## src/rtl/bbr_pkg.sv

```systemverilog
// shared constants and types for the bit range blit with raster ops
package bbr_pkg;

  localparam int WORD_BITS_DEF = 32;

  localparam int OFFSET_W = 5;
  localparam int COUNT_W  = 16;
  localparam int ROP_W    = 3;
  localparam int LEFT_W   = 17;
  localparam int CFG_IDX_W  = 2;
  localparam int CFG_DATA_W = 16;

  // register indexes
  localparam logic [CFG_IDX_W-1:0] REG_SRC_OFFSET = 2'd0;
  localparam logic [CFG_IDX_W-1:0] REG_DST_OFFSET = 2'd1;
  localparam logic [CFG_IDX_W-1:0] REG_BIT_COUNT  = 2'd2;
  localparam logic [CFG_IDX_W-1:0] REG_RASTER_OP  = 2'd3;

  // raster op codes
  localparam logic [ROP_W-1:0] ROP_COPY   = 3'd0;
  localparam logic [ROP_W-1:0] ROP_INVERT = 3'd1;
  localparam logic [ROP_W-1:0] ROP_AND    = 3'd2;
  localparam logic [ROP_W-1:0] ROP_OR     = 3'd3;
  localparam logic [ROP_W-1:0] ROP_XOR    = 3'd4;

  typedef struct packed {
    logic [OFFSET_W-1:0] src_offset;
    logic [OFFSET_W-1:0] dst_offset;
    logic [ROP_W-1:0]    raster_op;
  } blit_cfg_t;

endpackage

```

## src/rtl/bbr_word_op.sv

```systemverilog
// one destination word: funnel shift, head/tail mask and raster op
module bbr_word_op import bbr_pkg::*; #(
  parameter int WORD_BITS = WORD_BITS_DEF
) (
  input  blit_cfg_t                       cfg,
  input  logic [LEFT_W-1:0]               bits_left,
  input  logic                            at_first_word,
  input  logic [WORD_BITS-1:0]            old_dst_word,
  input  logic [WORD_BITS-1:0]            src_low_word,
  input  logic [WORD_BITS-1:0]            src_high_word,
  output logic [WORD_BITS-1:0]            new_dst_word,
  output logic [$clog2(WORD_BITS+1)-1:0]  take_bits
);

  localparam int OFF_W = $clog2(WORD_BITS);
  localparam int N_W   = $clog2(WORD_BITS + 1);
  localparam logic [7:0] W8 = 8'(WORD_BITS);

  logic [7:0]           s_red, d_red, diff;
  logic [OFF_W-1:0]     s_off, d_off, shift, off;
  logic [N_W-1:0]       room, n;
  logic [2*WORD_BITS-1:0] pair;
  logic [WORD_BITS-1:0] bits, mask, res;

  // offsets modulo the word size, a few narrow subtract steps
  always_comb begin
    s_red = 8'(cfg.src_offset);
    d_red = 8'(cfg.dst_offset);
    for (int i = 0; i < 4; i++) begin
      if (s_red >= W8) s_red = s_red - W8;
      if (d_red >= W8) d_red = d_red - W8;
    end
  end

  assign s_off = s_red[OFF_W-1:0];
  assign d_off = d_red[OFF_W-1:0];

  always_comb begin
    diff = 8'(s_off) + W8 - 8'(d_off);
    if (diff >= W8) diff = diff - W8;
  end
  assign shift = diff[OFF_W-1:0];

  assign pair = {src_high_word, src_low_word} >> shift;
  assign bits = pair[WORD_BITS-1:0];

  assign off  = at_first_word ? d_off : '0;
  assign room = N_W'(WORD_BITS) - N_W'(off);
  assign n    = (bits_left < LEFT_W'(room)) ? bits_left[N_W-1:0] : room;
  // low n ones placed at the current offset
  assign mask = ({WORD_BITS{1'b1}} >> (N_W'(WORD_BITS) - n)) << off;

  always_comb begin
    case (cfg.raster_op)
      ROP_COPY:   res = bits;
      ROP_INVERT: res = ~bits;
      ROP_AND:    res = bits & old_dst_word;
      ROP_OR:     res = bits | old_dst_word;
      ROP_XOR:    res = bits ^ old_dst_word;
      default:    res = old_dst_word;
    endcase
  end

  assign new_dst_word = (old_dst_word & ~mask) | (res & mask);
  assign take_bits    = n;

endmodule

```

## src/rtl/bit_range_blit_rop.sv

```systemverilog
// bit range blit top level: config registers, run tracking and item pipeline
// an accepted item waits in the input register, then the word op result goes into the result register
// throughput: one item per cycle through the single combinational word op, while m_tready is not held low
// output register decouples sides; a new item is taken into an empty input register while a result waits
// reset (rst, synchronous): config to defaults, run restarted, pipeline empty
// any config write restarts the run, from the run length being written or else the run length register
module bit_range_blit_rop import bbr_pkg::*; #(
  parameter int WORD_BITS = WORD_BITS_DEF
) (
  input  logic                                   clk,
  input  logic                                   rst,
  input  logic                                   cfg_we,
  input  logic [CFG_IDX_W-1:0]                   cfg_index,
  input  logic [CFG_DATA_W-1:0]                  cfg_data,
  input  logic                                   s_tvalid,
  output logic                                   s_tready,
  // old_dst_word, src_low_word, src_high_word
  input  logic [((3*WORD_BITS+7)/8)*8-1:0]       s_tdata,
  output logic                                   m_tvalid,
  input  logic                                   m_tready,
  // new_dst_word
  output logic [((WORD_BITS+7)/8)*8-1:0]         m_tdata,
  output logic                                   m_tlast
);

  localparam int N_W   = $clog2(WORD_BITS + 1);
  localparam int OUT_W = ((WORD_BITS + 7) / 8) * 8;

  blit_cfg_t            cfg;
  logic [COUNT_W-1:0]   run_length;
  logic [LEFT_W-1:0]    bits_left, bits_left_next;
  logic                 at_first_word;

  logic                 in_valid;
  logic [WORD_BITS-1:0] in_dst, in_lo, in_hi;
  logic                 out_valid;
  logic [WORD_BITS-1:0] out_word;
  logic                 out_last;

  logic                 advance;
  logic [WORD_BITS-1:0] word_res;
  logic [N_W-1:0]       take_bits;
  logic                 run_done;

  assign advance  = in_valid && (!out_valid || m_tready);
  assign s_tready = !in_valid || advance;

  bbr_word_op #(.WORD_BITS(WORD_BITS)) u_word_op (
    .cfg           (cfg),
    .bits_left     (bits_left),
    .at_first_word (at_first_word),
    .old_dst_word  (in_dst),
    .src_low_word  (in_lo),
    .src_high_word (in_hi),
    .new_dst_word  (word_res),
    .take_bits     (take_bits)
  );

  assign bits_left_next = bits_left - LEFT_W'(take_bits);
  assign run_done       = (bits_left_next == '0);

  // config registers
  always_ff @(posedge clk) begin
    if (rst) begin
      cfg.src_offset <= '0;
      cfg.dst_offset <= '0;
      cfg.raster_op  <= ROP_COPY;
      run_length     <= COUNT_W'(1);
    end else if (cfg_we) begin
      case (cfg_index)
        REG_SRC_OFFSET: cfg.src_offset <= cfg_data[OFFSET_W-1:0];
        REG_DST_OFFSET: cfg.dst_offset <= cfg_data[OFFSET_W-1:0];
        REG_BIT_COUNT:  run_length     <= cfg_data[COUNT_W-1:0];
        REG_RASTER_OP:  cfg.raster_op  <= cfg_data[ROP_W-1:0];
        default:        ;
      endcase
    end
  end

  // run tracking
  always_ff @(posedge clk) begin
    if (rst) begin
      bits_left     <= LEFT_W'(1);
      at_first_word <= 1'b1;
    end else if (cfg_we) begin
      // restart with the value being written when it is the run length
      bits_left     <= (cfg_index == REG_BIT_COUNT) ? LEFT_W'(cfg_data[COUNT_W-1:0])
                                                    : LEFT_W'(run_length);
      at_first_word <= 1'b1;
    end else if (advance) begin
      if (run_done) begin
        bits_left     <= LEFT_W'(run_length);
        at_first_word <= 1'b1;
      end else begin
        bits_left     <= bits_left_next;
        at_first_word <= 1'b0;
      end
    end
  end

  // input register
  always_ff @(posedge clk) begin
    if (rst) begin
      in_valid <= 1'b0;
    end else if (s_tready) begin
      in_valid <= s_tvalid;
    end
  end

  always_ff @(posedge clk) begin
    if (s_tvalid && s_tready) begin
      in_dst <= s_tdata[WORD_BITS-1:0];
      in_lo  <= s_tdata[2*WORD_BITS-1:WORD_BITS];
      in_hi  <= s_tdata[3*WORD_BITS-1:2*WORD_BITS];
    end
  end

  // result register
  always_ff @(posedge clk) begin
    if (rst) begin
      out_valid <= 1'b0;
    end else if (advance) begin
      out_valid <= 1'b1;
    end else if (m_tready) begin
      out_valid <= 1'b0;
    end
  end

  always_ff @(posedge clk) begin
    if (advance) begin
      out_word <= word_res;
      out_last <= run_done;
    end
  end

  assign m_tvalid = out_valid;
  assign m_tdata  = OUT_W'(out_word);
  assign m_tlast  = out_last;

endmodule

```

## config.mk

```make
export PLATFORM = sky130hd
export DESIGN_NAME = bit_range_blit_rop
export DESIGN_NICKNAME = d
export VERILOG_FILES = /design/src/rtl/bbr_pkg.sv /design/src/rtl/bbr_word_op.sv /design/src/rtl/bit_range_blit_rop.sv
export SDC_FILE = /design/constraint.sdc
export NUM_CORES = 1
export LEC_CHECK = 0
export BUFFER_PORTS_ARGS = -buffer_cell sky130_fd_sc_hd__buf_4
export CORE_MARGIN = 1
export CORE_UTILIZATION = 50
export CTS_CLUSTER_SIZE = 25
export DETAILED_ROUTE_END_ITERATION = 8
export GPL_TIMING_DRIVEN = 0
export PLACE_DENSITY = 0.71
export SETUP_SLACK_MARGIN = 0.1
export SLEW_MARGIN = 10
export SYNTH_ARGS = -nofsm -noshare
export SYNTH_HDL_FRONTEND = slang
export SYNTH_SLANG_ARGS = --single-unit
```

## constraint.sdc

```tcl
create_clock -name clk -period 6.8 [get_ports clk]
set_input_delay 0.68 -clock clk [delete_from_list [all_inputs] [get_ports clk]]
set_output_delay 0.68 -clock clk [all_outputs]
set_load 0.02 [all_outputs]
```

==> results of run 1 <==
==> cells by family (layout without fill, tap and decap cells) <==
logic type               Yosys count  in the layout
buffers and inverters            222            411
adder cells (fa/ha/maj)           80             80
AO/OA/AOI/OAI                    480            480
XOR/XNOR                          61             61
multiplexers                     158            158
AND/OR/NAND/NOR                  518            518
other                              0              2
flip-flops                       177            177
==> area by class of cell <==
cell class | count | area [um2]
inverter | 98 | 368
clock inverter | 15 | 214
antenna | 2 | 5.00
timing repair buffer | 157 | 1220
buffer | 124 | 528
multi-input combinational | 1297 | 9410
sequential | 177 | 4830
fill | 2535 | 11500
tap | 384 | 480
clock buffer | 17 | 425
==> flip-flops by register name (all words and copies together) (netlist names) <==
signal,cells
in_dst,32
in_lo,32
m_tdata,32
in_hi,31
bits_left,17
run_length,16
cfg,13
at_first_word,1
in_valid,1
m_tlast,1
m_tvalid,1
==> stage by stage <==
stage	utilization [%]	TNS (ns)	setup WS (ns)	hold WS, ns
finish	60.2	0	0.250	0.398
detailed placement	57.1	-24.92	-0.854	0.456
global placement	56.9	-26.76	-0.998	0.447
global route	60.2	0	0.0956	0.384
floorplan	-	0	0.953	0.436
CTS	59.7	0	0.101	0.382
==> per-layer routing <==
layer	vias up	wire length [um]
met2	809	25400
met4	0	2320
met3	141	3870
li1	6623	-
met1	7086	22500
met5	-	0
==> power groups by stage <==
stage	Combinational (mW)	Clock, mW	Sequential [mW]
after floorplan	1.78	0	1.38
after global placement	2.61	0	1.36
after detailed placement	2.64	0	1.36
after CTS	2.70	1.08	1.33
after global routing	3.05	1.12	1.34
final	2.86	1.07	1.33
==> final timing paths <==
kind / to / slack (ns) / cells past startpoint
max: m_tdata[12]$_DFFE_PP_ / 0.25 / 25
min: in_hi[28]$_DFFE_PP_ / 0.40 / 1
max reg2reg: m_tdata[12]$_DFFE_PP_ / 0.25 / 25
min reg2reg: run_length[0]$_SDFFE_PP1P_ / 0.47 / 2
==> what timing repair did <==
action / in CTS / in global routing
endpoints found under the hold margin: 0 / 0
gates resized for setup: 18 / 41
setup buffers: 3 / 1
endpoints found under the setup margin: 49 / 44
pin swaps: 2 / 5
==> placed cells by master (no fill, tap or decap), types with 48 or more instances in the layout <==
master and n:
o21ai_0 109, inv_1 96, nor2_1 127, clkbuf_1 81
nand2_1 232, a21oi_1 104, mux2i_1 82, dfxtp_1 48
buf_4 157, edfxtp_1 128, ha_1 75
==> worst reg2reg max path, delay by kind of cell, from the launching register on <==
kind	cells	cell delay (ns)
xor+xnor	1	0.17
buf+inv	5	0.92
mux	1	0.39
flops	1	0.31
compound gates	5	1.41
simple gates	11	2.57
fa+ha+maj	2	0.55
==> run_summary.xml, run 1 <==
<?xml version="1.0" encoding="UTF-8"?>
<metrics>
  <group name="outcome">
    <metric name="outcome" unit="">completed</metric>
  </group>
  <group name="sta">
    <metric name="rsz0062_at_grt" unit="">no</metric>
    <metric name="final-max-slew-violation-count" unit="">0</metric>
    <metric name="period_minus_slack" unit="ns">6.55</metric>
    <metric name="maximum_achievable_frequency" unit="MHz">153</metric>
    <metric name="tightest_slew" unit="ns">0.982</metric>
    <metric name="post-route-period-util" unit="%">96.3</metric>
    <metric name="skew" unit="ns">0.0136</metric>
    <metric name="hold_viol_final" unit="">0</metric>
    <metric name="finalSetupViolations" unit="">0</metric>
    <metric name="slew_headroom" unit="%">34.1</metric>
  </group>
  <group name="pwr">
    <metric name="pwr_density_cell" unit="mW/mm2">301</metric>
    <metric name="irDropWorstVdd" unit="V">0.000271</metric>
    <metric name="seq_power_share" unit="%">25.3</metric>
    <metric name="finalPower" unit="mW">5.26</metric>
    <metric name="total_switching_power" unit="mW">2.32</metric>
    <metric name="leakagePower" unit="nW">6.89</metric>
    <metric name="p_int" unit="mW">2.94</metric>
    <metric name="switch_share" unit="%">44.1</metric>
    <metric name="power.clock.fraction" unit="%">20.3</metric>
    <metric name="combPwrFrac" unit="%">54.4</metric>
  </group>
  <group name="grt">
    <metric name="grt_start_max_net_pins" unit="">62</metric>
    <metric name="grt-busiest-layer" unit="">met2</metric>
    <metric name="global_route.usage.met3" unit="%">5.33</metric>
    <metric name="grt_pass1_vias" unit="">14039</metric>
    <metric name="grt-ovfl-total" unit="">0</metric>
    <metric name="grtUsageTotal" unit="%">35.3</metric>
    <metric name="groute.layer.met2.usage" unit="%">57.4</metric>
    <metric name="grt.met1_usage" unit="%">46.2</metric>
    <metric name="grt_pass1_wl" unit="um">82800</metric>
    <metric name="grt_antenna_before_repair" unit="">2</metric>
  </group>
  <group name="worst_setup_path">
    <metric name="cp.arrival" unit="ns">6.75</metric>
    <metric name="critPathKind" unit="">reg2reg</metric>
    <metric name="critical_path.top_delay_family" unit="">simple AND/OR/NAND/NOR gates</metric>
    <metric name="slowest_cell_on_the_critical_path" unit="">or4_4</metric>
    <metric name="startpoint_type" unit="">register</metric>
    <metric name="worst-path-buf-inv" unit="">5</metric>
    <metric name="timing.rr.start" unit="">cfg[5]$_SDFFE_PP0P_</metric>
    <metric name="timing.critical_path.fanout_max" unit="">10</metric>
    <metric name="critical-path-top-cell-by-count" unit="">nand2_1</metric>
    <metric name="critical_path.max_stage_delay" unit="ns">0.53</metric>
    <metric name="cp-startpoint" unit="">cfg[5]$_SDFFE_PP0P_</metric>
    <metric name="crit_path_end_kind" unit="">register</metric>
    <metric name="critPathRequiredTime" unit="ns">7.00</metric>
  </group>
  <group name="yosys">
    <metric name="yosys.area.top_type_share" unit="%">25.8</metric>
    <metric name="synth.yosys.seq_area_share" unit="%">32.4</metric>
    <metric name="edff_count_synth" unit="">128</metric>
    <metric name="synth_cells" unit="">1696</metric>
    <metric name="synth.lib_cells_used.distinct" unit="">101</metric>
    <metric name="synth_mux_area_share" unit="%">14.2</metric>
    <metric name="mappedNetlistNets" unit="">1893</metric>
    <metric name="average_size_of_a_mapped_cell" unit="um2">8.79</metric>
    <metric name="netlist_area" unit="mm2">0.0149</metric>
    <metric name="largest_family_of_logic_cells_by_synthesized_area" unit="">compound AO/OA/AOI/OAI gates</metric>
    <metric name="cells_taking_the_most_area_after_synthesis" unit="">edfxtp_1 26%, dfxtp_1 6.6%, ha_1 6.4%</metric>
    <metric name="ys_async_sr_fraction" unit="%">0</metric>
    <metric name="synth_xor_xnor_area_share" unit="%">3.58</metric>
    <metric name="synth_area_leader_cell" unit="">edfxtp_1</metric>
    <metric name="ys_ff_latch" unit="">177</metric>
    <metric name="flip_flop_cell_with_the_highest_count_after_synthesis" unit="">edfxtp_1</metric>
    <metric name="synth.most_common_cell" unit="">nand2_1</metric>
    <metric name="synth-compound-area-share" unit="%">21.3</metric>
    <metric name="ys.warnings.count" unit="">0</metric>
    <metric name="synthTopCellsByCount" unit="">233 x nand2_1, 128 x edfxtp_1, 127 x nor2_1</metric>
    <metric name="adder_cell_area_share_of_the_yosys_netlist" unit="%">6.78</metric>
    <metric name="post_synth_and_or_nand_nor_area_fraction" unit="%">15.9</metric>
  </group>
  <group name="cts">
    <metric name="clock_insertion_delay_worst_skew" unit="ns">0.45</metric>
    <metric name="cts-buffers-inserted" unit="">17</metric>
    <metric name="cts_hold_repair.buffers" unit="">0</metric>
    <metric name="htreeDepth" unit="">4</metric>
    <metric name="clk_pin_slew" unit="ns">0.08</metric>
    <metric name="cts-root-buf" unit="">clkbuf_16</metric>
    <metric name="numClockSinks" unit="">177</metric>
    <metric name="clock_path_buffers" unit="">2</metric>
    <metric name="tritoncts" unit="">yes</metric>
  </group>
  <group name="final_layout">
    <metric name="syn2layout_area_growth" unit="%">17.2</metric>
    <metric name="layout.nets" unit="">2069</metric>
    <metric name="drive_above_1_share" unit="%">18.2</metric>
    <metric name="finish.cell_count_without_fillers" unit="">2271</metric>
    <metric name="design_area" unit="mm2">0.0175</metric>
  </group>
  <group name="die">
    <metric name="core-area" unit="mm2">0.0290</metric>
    <metric name="initial_utilization" unit="%">51.4</metric>
    <metric name="fp-row-count" unit="">62</metric>
    <metric name="number_of_top_level_design_ports" unit="">154</metric>
    <metric name="design.die.area" unit="mm2">0.0305</metric>
    <metric name="die_width" unit="um">175</metric>
    <metric name="die_height" unit="um">175</metric>
  </group>
  <group name="detailed_routing">
    <metric name="drc" unit="">0</metric>
    <metric name="drt-pass1-iter-count" unit="">8</metric>
    <metric name="postRouteAntennaNets" unit="">0</metric>
    <metric name="drt-wirelength-per-cell" unit="um">23.8</metric>
    <metric name="detail_route.iter0.violations" unit="">1688</metric>
    <metric name="via_count" unit="">14659</metric>
    <metric name="vias_per_cell" unit="">6.45</metric>
    <metric name="drt_wl_total" unit="um">54100</metric>
  </group>
  <group name="worst_hold_path">
    <metric name="holdCritPathClass" unit="">in2reg</metric>
    <metric name="startpoint_of_the_worst_hold_path" unit="">s_tdata[92]</metric>
  </group>
  <group name="flow_run">
    <metric name="max-cap-violations" unit="">0</metric>
  </group>
  <group name="placement">
    <metric name="dpl_cell_area" unit="mm2">0.0166</metric>
    <metric name="port_buffers" unit="">151</metric>
    <metric name="hpwlAfterDp" unit="um">41500</metric>
    <metric name="gp_routability_congestion" unit="">0.986</metric>
    <metric name="number_of_placed_cells_counting_well_taps" unit="">2233</metric>
  </group>
</metrics>
No activity file was read; power rests on OpenSTA's default activity.
==> run 2: changes to the inputs <==
- BUFFER_PORTS_ARGS: -buffer_cell sky130_fd_sc_hd__buf_4 -> -buffer_cell sky130_fd_sc_hd__buf_2
==> run_summary.xml, run 2 (same netlist as run 1, synthesis figures left out) <==
<?xml version="1.0" encoding="UTF-8"?>
<metrics>
  <group name="outcome">
    <metric name="outcome" unit="">completed</metric>
  </group>
  <group name="detailed_routing">
    <metric name="drt-wirelength-per-cell" unit="um">23.0</metric>
    <metric name="drt_wl_total" unit="um">52300</metric>
    <metric name="drt-pass1-iter-count" unit="">7</metric>
    <metric name="drc" unit="">0</metric>
    <metric name="postRouteAntennaNets" unit="">0</metric>
    <metric name="via_count" unit="">14499</metric>
    <metric name="vias_per_cell" unit="">6.38</metric>
    <metric name="detail_route.iter0.violations" unit="">1742</metric>
  </group>
  <group name="grt">
    <metric name="grtUsageTotal" unit="%">34.4</metric>
    <metric name="grt_antenna_before_repair" unit="">1</metric>
    <metric name="grt_pass1_vias" unit="">13619</metric>
    <metric name="grt_pass1_wl" unit="um">80400</metric>
    <metric name="grt-ovfl-total" unit="">0</metric>
    <metric name="grt_start_max_net_pins" unit="">67</metric>
  </group>
  <group name="die">
    <metric name="die_width" unit="um">175</metric>
    <metric name="initial_utilization" unit="%">51.4</metric>
    <metric name="fp-row-count" unit="">62</metric>
    <metric name="die_height" unit="um">175</metric>
    <metric name="design.die.area" unit="mm2">0.0305</metric>
    <metric name="number_of_top_level_design_ports" unit="">154</metric>
    <metric name="core-area" unit="mm2">0.0290</metric>
  </group>
  <group name="cts">
    <metric name="clock_path_buffers" unit="">2</metric>
    <metric name="tritoncts" unit="">yes</metric>
    <metric name="cts-buffers-inserted" unit="">17</metric>
    <metric name="cts-root-buf" unit="">clkbuf_16</metric>
    <metric name="clk_pin_slew" unit="ns">0.08</metric>
    <metric name="clock_insertion_delay_worst_skew" unit="ns">0.47</metric>
    <metric name="cts_hold_repair.buffers" unit="">0</metric>
    <metric name="htreeDepth" unit="">4</metric>
    <metric name="numClockSinks" unit="">177</metric>
  </group>
  <group name="final_layout">
    <metric name="drive_above_1_share" unit="%">17.8</metric>
    <metric name="layout.nets" unit="">2070</metric>
    <metric name="layout.cells.most_common_list" unit="">233 x nand2_1, 166 x buf_2, 128 x edfxtp_1, 127 x nor2_1, 109 x o21ai_0</metric>
    <metric name="fillerInstances" unit="">2647</metric>
    <metric name="syn2layout_area_growth" unit="%">14.1</metric>
    <metric name="seqCellArea" unit="mm2">0.00483</metric>
    <metric name="mostFrequentLayoutCell" unit="">nand2_1</metric>
    <metric name="multiInputGateArea" unit="mm2">0.00940</metric>
    <metric name="design_area" unit="mm2">0.0170</metric>
  </group>
  <group name="worst_hold_path">
    <metric name="holdCritPathClass" unit="">in2reg</metric>
  </group>
  <group name="sta">
    <metric name="slew_headroom" unit="%">38.0</metric>
    <metric name="maximum_achievable_frequency" unit="MHz">155</metric>
    <metric name="postLayoutSetupSlackWorst" unit="ns">0.357</metric>
    <metric name="hold_viol_final" unit="">0</metric>
    <metric name="hold-worst-slack" unit="ns">0.379</metric>
    <metric name="skew" unit="ns">0.0160</metric>
    <metric name="period_minus_slack" unit="ns">6.44</metric>
    <metric name="post-route-period-util" unit="%">94.7</metric>
    <metric name="rsz0062_at_grt" unit="">no</metric>
    <metric name="finalSetupViolations" unit="">0</metric>
    <metric name="final-max-slew-violation-count" unit="">0</metric>
    <metric name="tightest_slew" unit="ns">0.920</metric>
  </group>
  <group name="placement">
    <metric name="hpwlAfterDp" unit="um">40300</metric>
    <metric name="dpl_cell_area" unit="mm2">0.0162</metric>
    <metric name="port_buffers" unit="">151</metric>
    <metric name="gp_routability_congestion" unit="">0.995</metric>
    <metric name="pre_cts_setup_slack" unit="ns">-0.945</metric>
  </group>
  <group name="worst_setup_path">
    <metric name="startpoint_type" unit="">register</metric>
    <metric name="cp.arrival" unit="ns">6.64</metric>
    <metric name="critical_path.max_stage_delay" unit="ns">0.58</metric>
    <metric name="slowest_cell_on_the_critical_path" unit="">o211ai_1</metric>
    <metric name="crit_path_end_kind" unit="">register</metric>
    <metric name="critPathKind" unit="">reg2reg</metric>
    <metric name="r2r_setup_slack" unit="ns">0.36</metric>
    <metric name="critPathRequiredTime" unit="ns">7.00</metric>
    <metric name="timing.critical_path.fanout_max" unit="">13</metric>
    <metric name="worstPathCellList" unit="">buf_2 &gt; or4_4 &gt; o21a_1 &gt; ha_1 &gt; and2_1 &gt; clkbuf_2 &gt; a31oi_2 &gt; o31ai_4 &gt; nor2_4 &gt; nand2_1 &gt; o21ai_2 &gt; inv_1 &gt; ha_4 &gt; inv_1 &gt; ha_1 &gt; clkbuf_2 &gt; nor2_1 &gt; a21boi_0 &gt; o21ai_1 &gt; o211ai_1 &gt; a2111oi_4 &gt; a21oi_1 &gt; mux2_1</metric>
  </group>
  <group name="pwr">
    <metric name="leakagePower" unit="nW">6.72</metric>
    <metric name="pwr_density_cell" unit="mW/mm2">299</metric>
    <metric name="finalPower" unit="mW">5.08</metric>
    <metric name="irDropWorstVdd" unit="V">0.000249</metric>
  </group>
  <group name="flow_run">
    <metric name="max-cap-violations" unit="">0</metric>
  </group>
</metrics>
-- run 2: routing by layer --
metal  global-route usage, %  share of wire (%)  vias up
li1                        -                  -     6625
met3                    5.57                7.8      156
met1                    45.6                 42     6951
met4                    14.4                4.3        0
met2                    55.6                 46      767
met5                       0                  0        -
-- run 2: power breakdown --
| group | internal (mW) | total [mW] | leakage [nW] | switching, mW |
|---|---|---|---|---|
| Combinational | 1.03 | 2.79 | 4.82 | 1.76 |
| Sequential | 1.28 | 1.33 | 1.64 | 0.0545 |
| Clock | 0.480 | 0.959 | 0.266 | 0.479 |
| Total | 2.79 | 5.08 | 6.72 | 2.29 |
-- run 2: area by class of cell --
type                       instances  area share (%)
timing repair buffer             159            5.03
clock buffer                      18            2.52
tap                              384            2.83
clock inverter                    14           0.751
sequential                       177            28.4
multi-input combinational       1297            55.3
inverter                          98            2.16
antenna                            1          0.0147
buffer                           123            3.02
-- run 2: worst max-delay path: cells and delay by family, from the launching register on --
family                   cells  cell delay, ns
AO/OA/AOI/OAI                9            2.39
adder cells (fa/ha/maj)      3            0.75
buffers and inverters        5            0.84
flip-flops                   1            0.31
multiplexers                 1            0.40
AND/OR/NAND/NOR              5            1.45
-- run 2: worst paths after layout --
kind	to	from	cells past startpoint
worst max register to register	m_tdata[26]$_DFFE_PP_	cfg[5]$_SDFFE_PP0P_	23
worst min register to register	run_length[0]$_SDFFE_PP1P_	run_length[0]$_SDFFE_PP1P_	2
worst min-delay path	in_hi[27]$_DFFE_PP_	s_tdata[91]	1
worst max-delay path	m_tdata[26]$_DFFE_PP_	cfg[5]$_SDFFE_PP0P_	23
-- run 2: repair_timing --
item                       in CTS  in global routing
pin swaps                       2                  4
gates resized for setup        14                 34
setup buffers                   3                  3
setup endpoints to repair      44                 45
-- run 2: through the flow --
stage               TNS, ns  util [%]  std cells
finish                    0      58.6       2271
floorplan                 0         -       1696
CTS                       0      58.0       2268
global placement     -17.81      55.6       2231
global route              0      58.6       2270
detailed placement   -17.56      55.8       2233
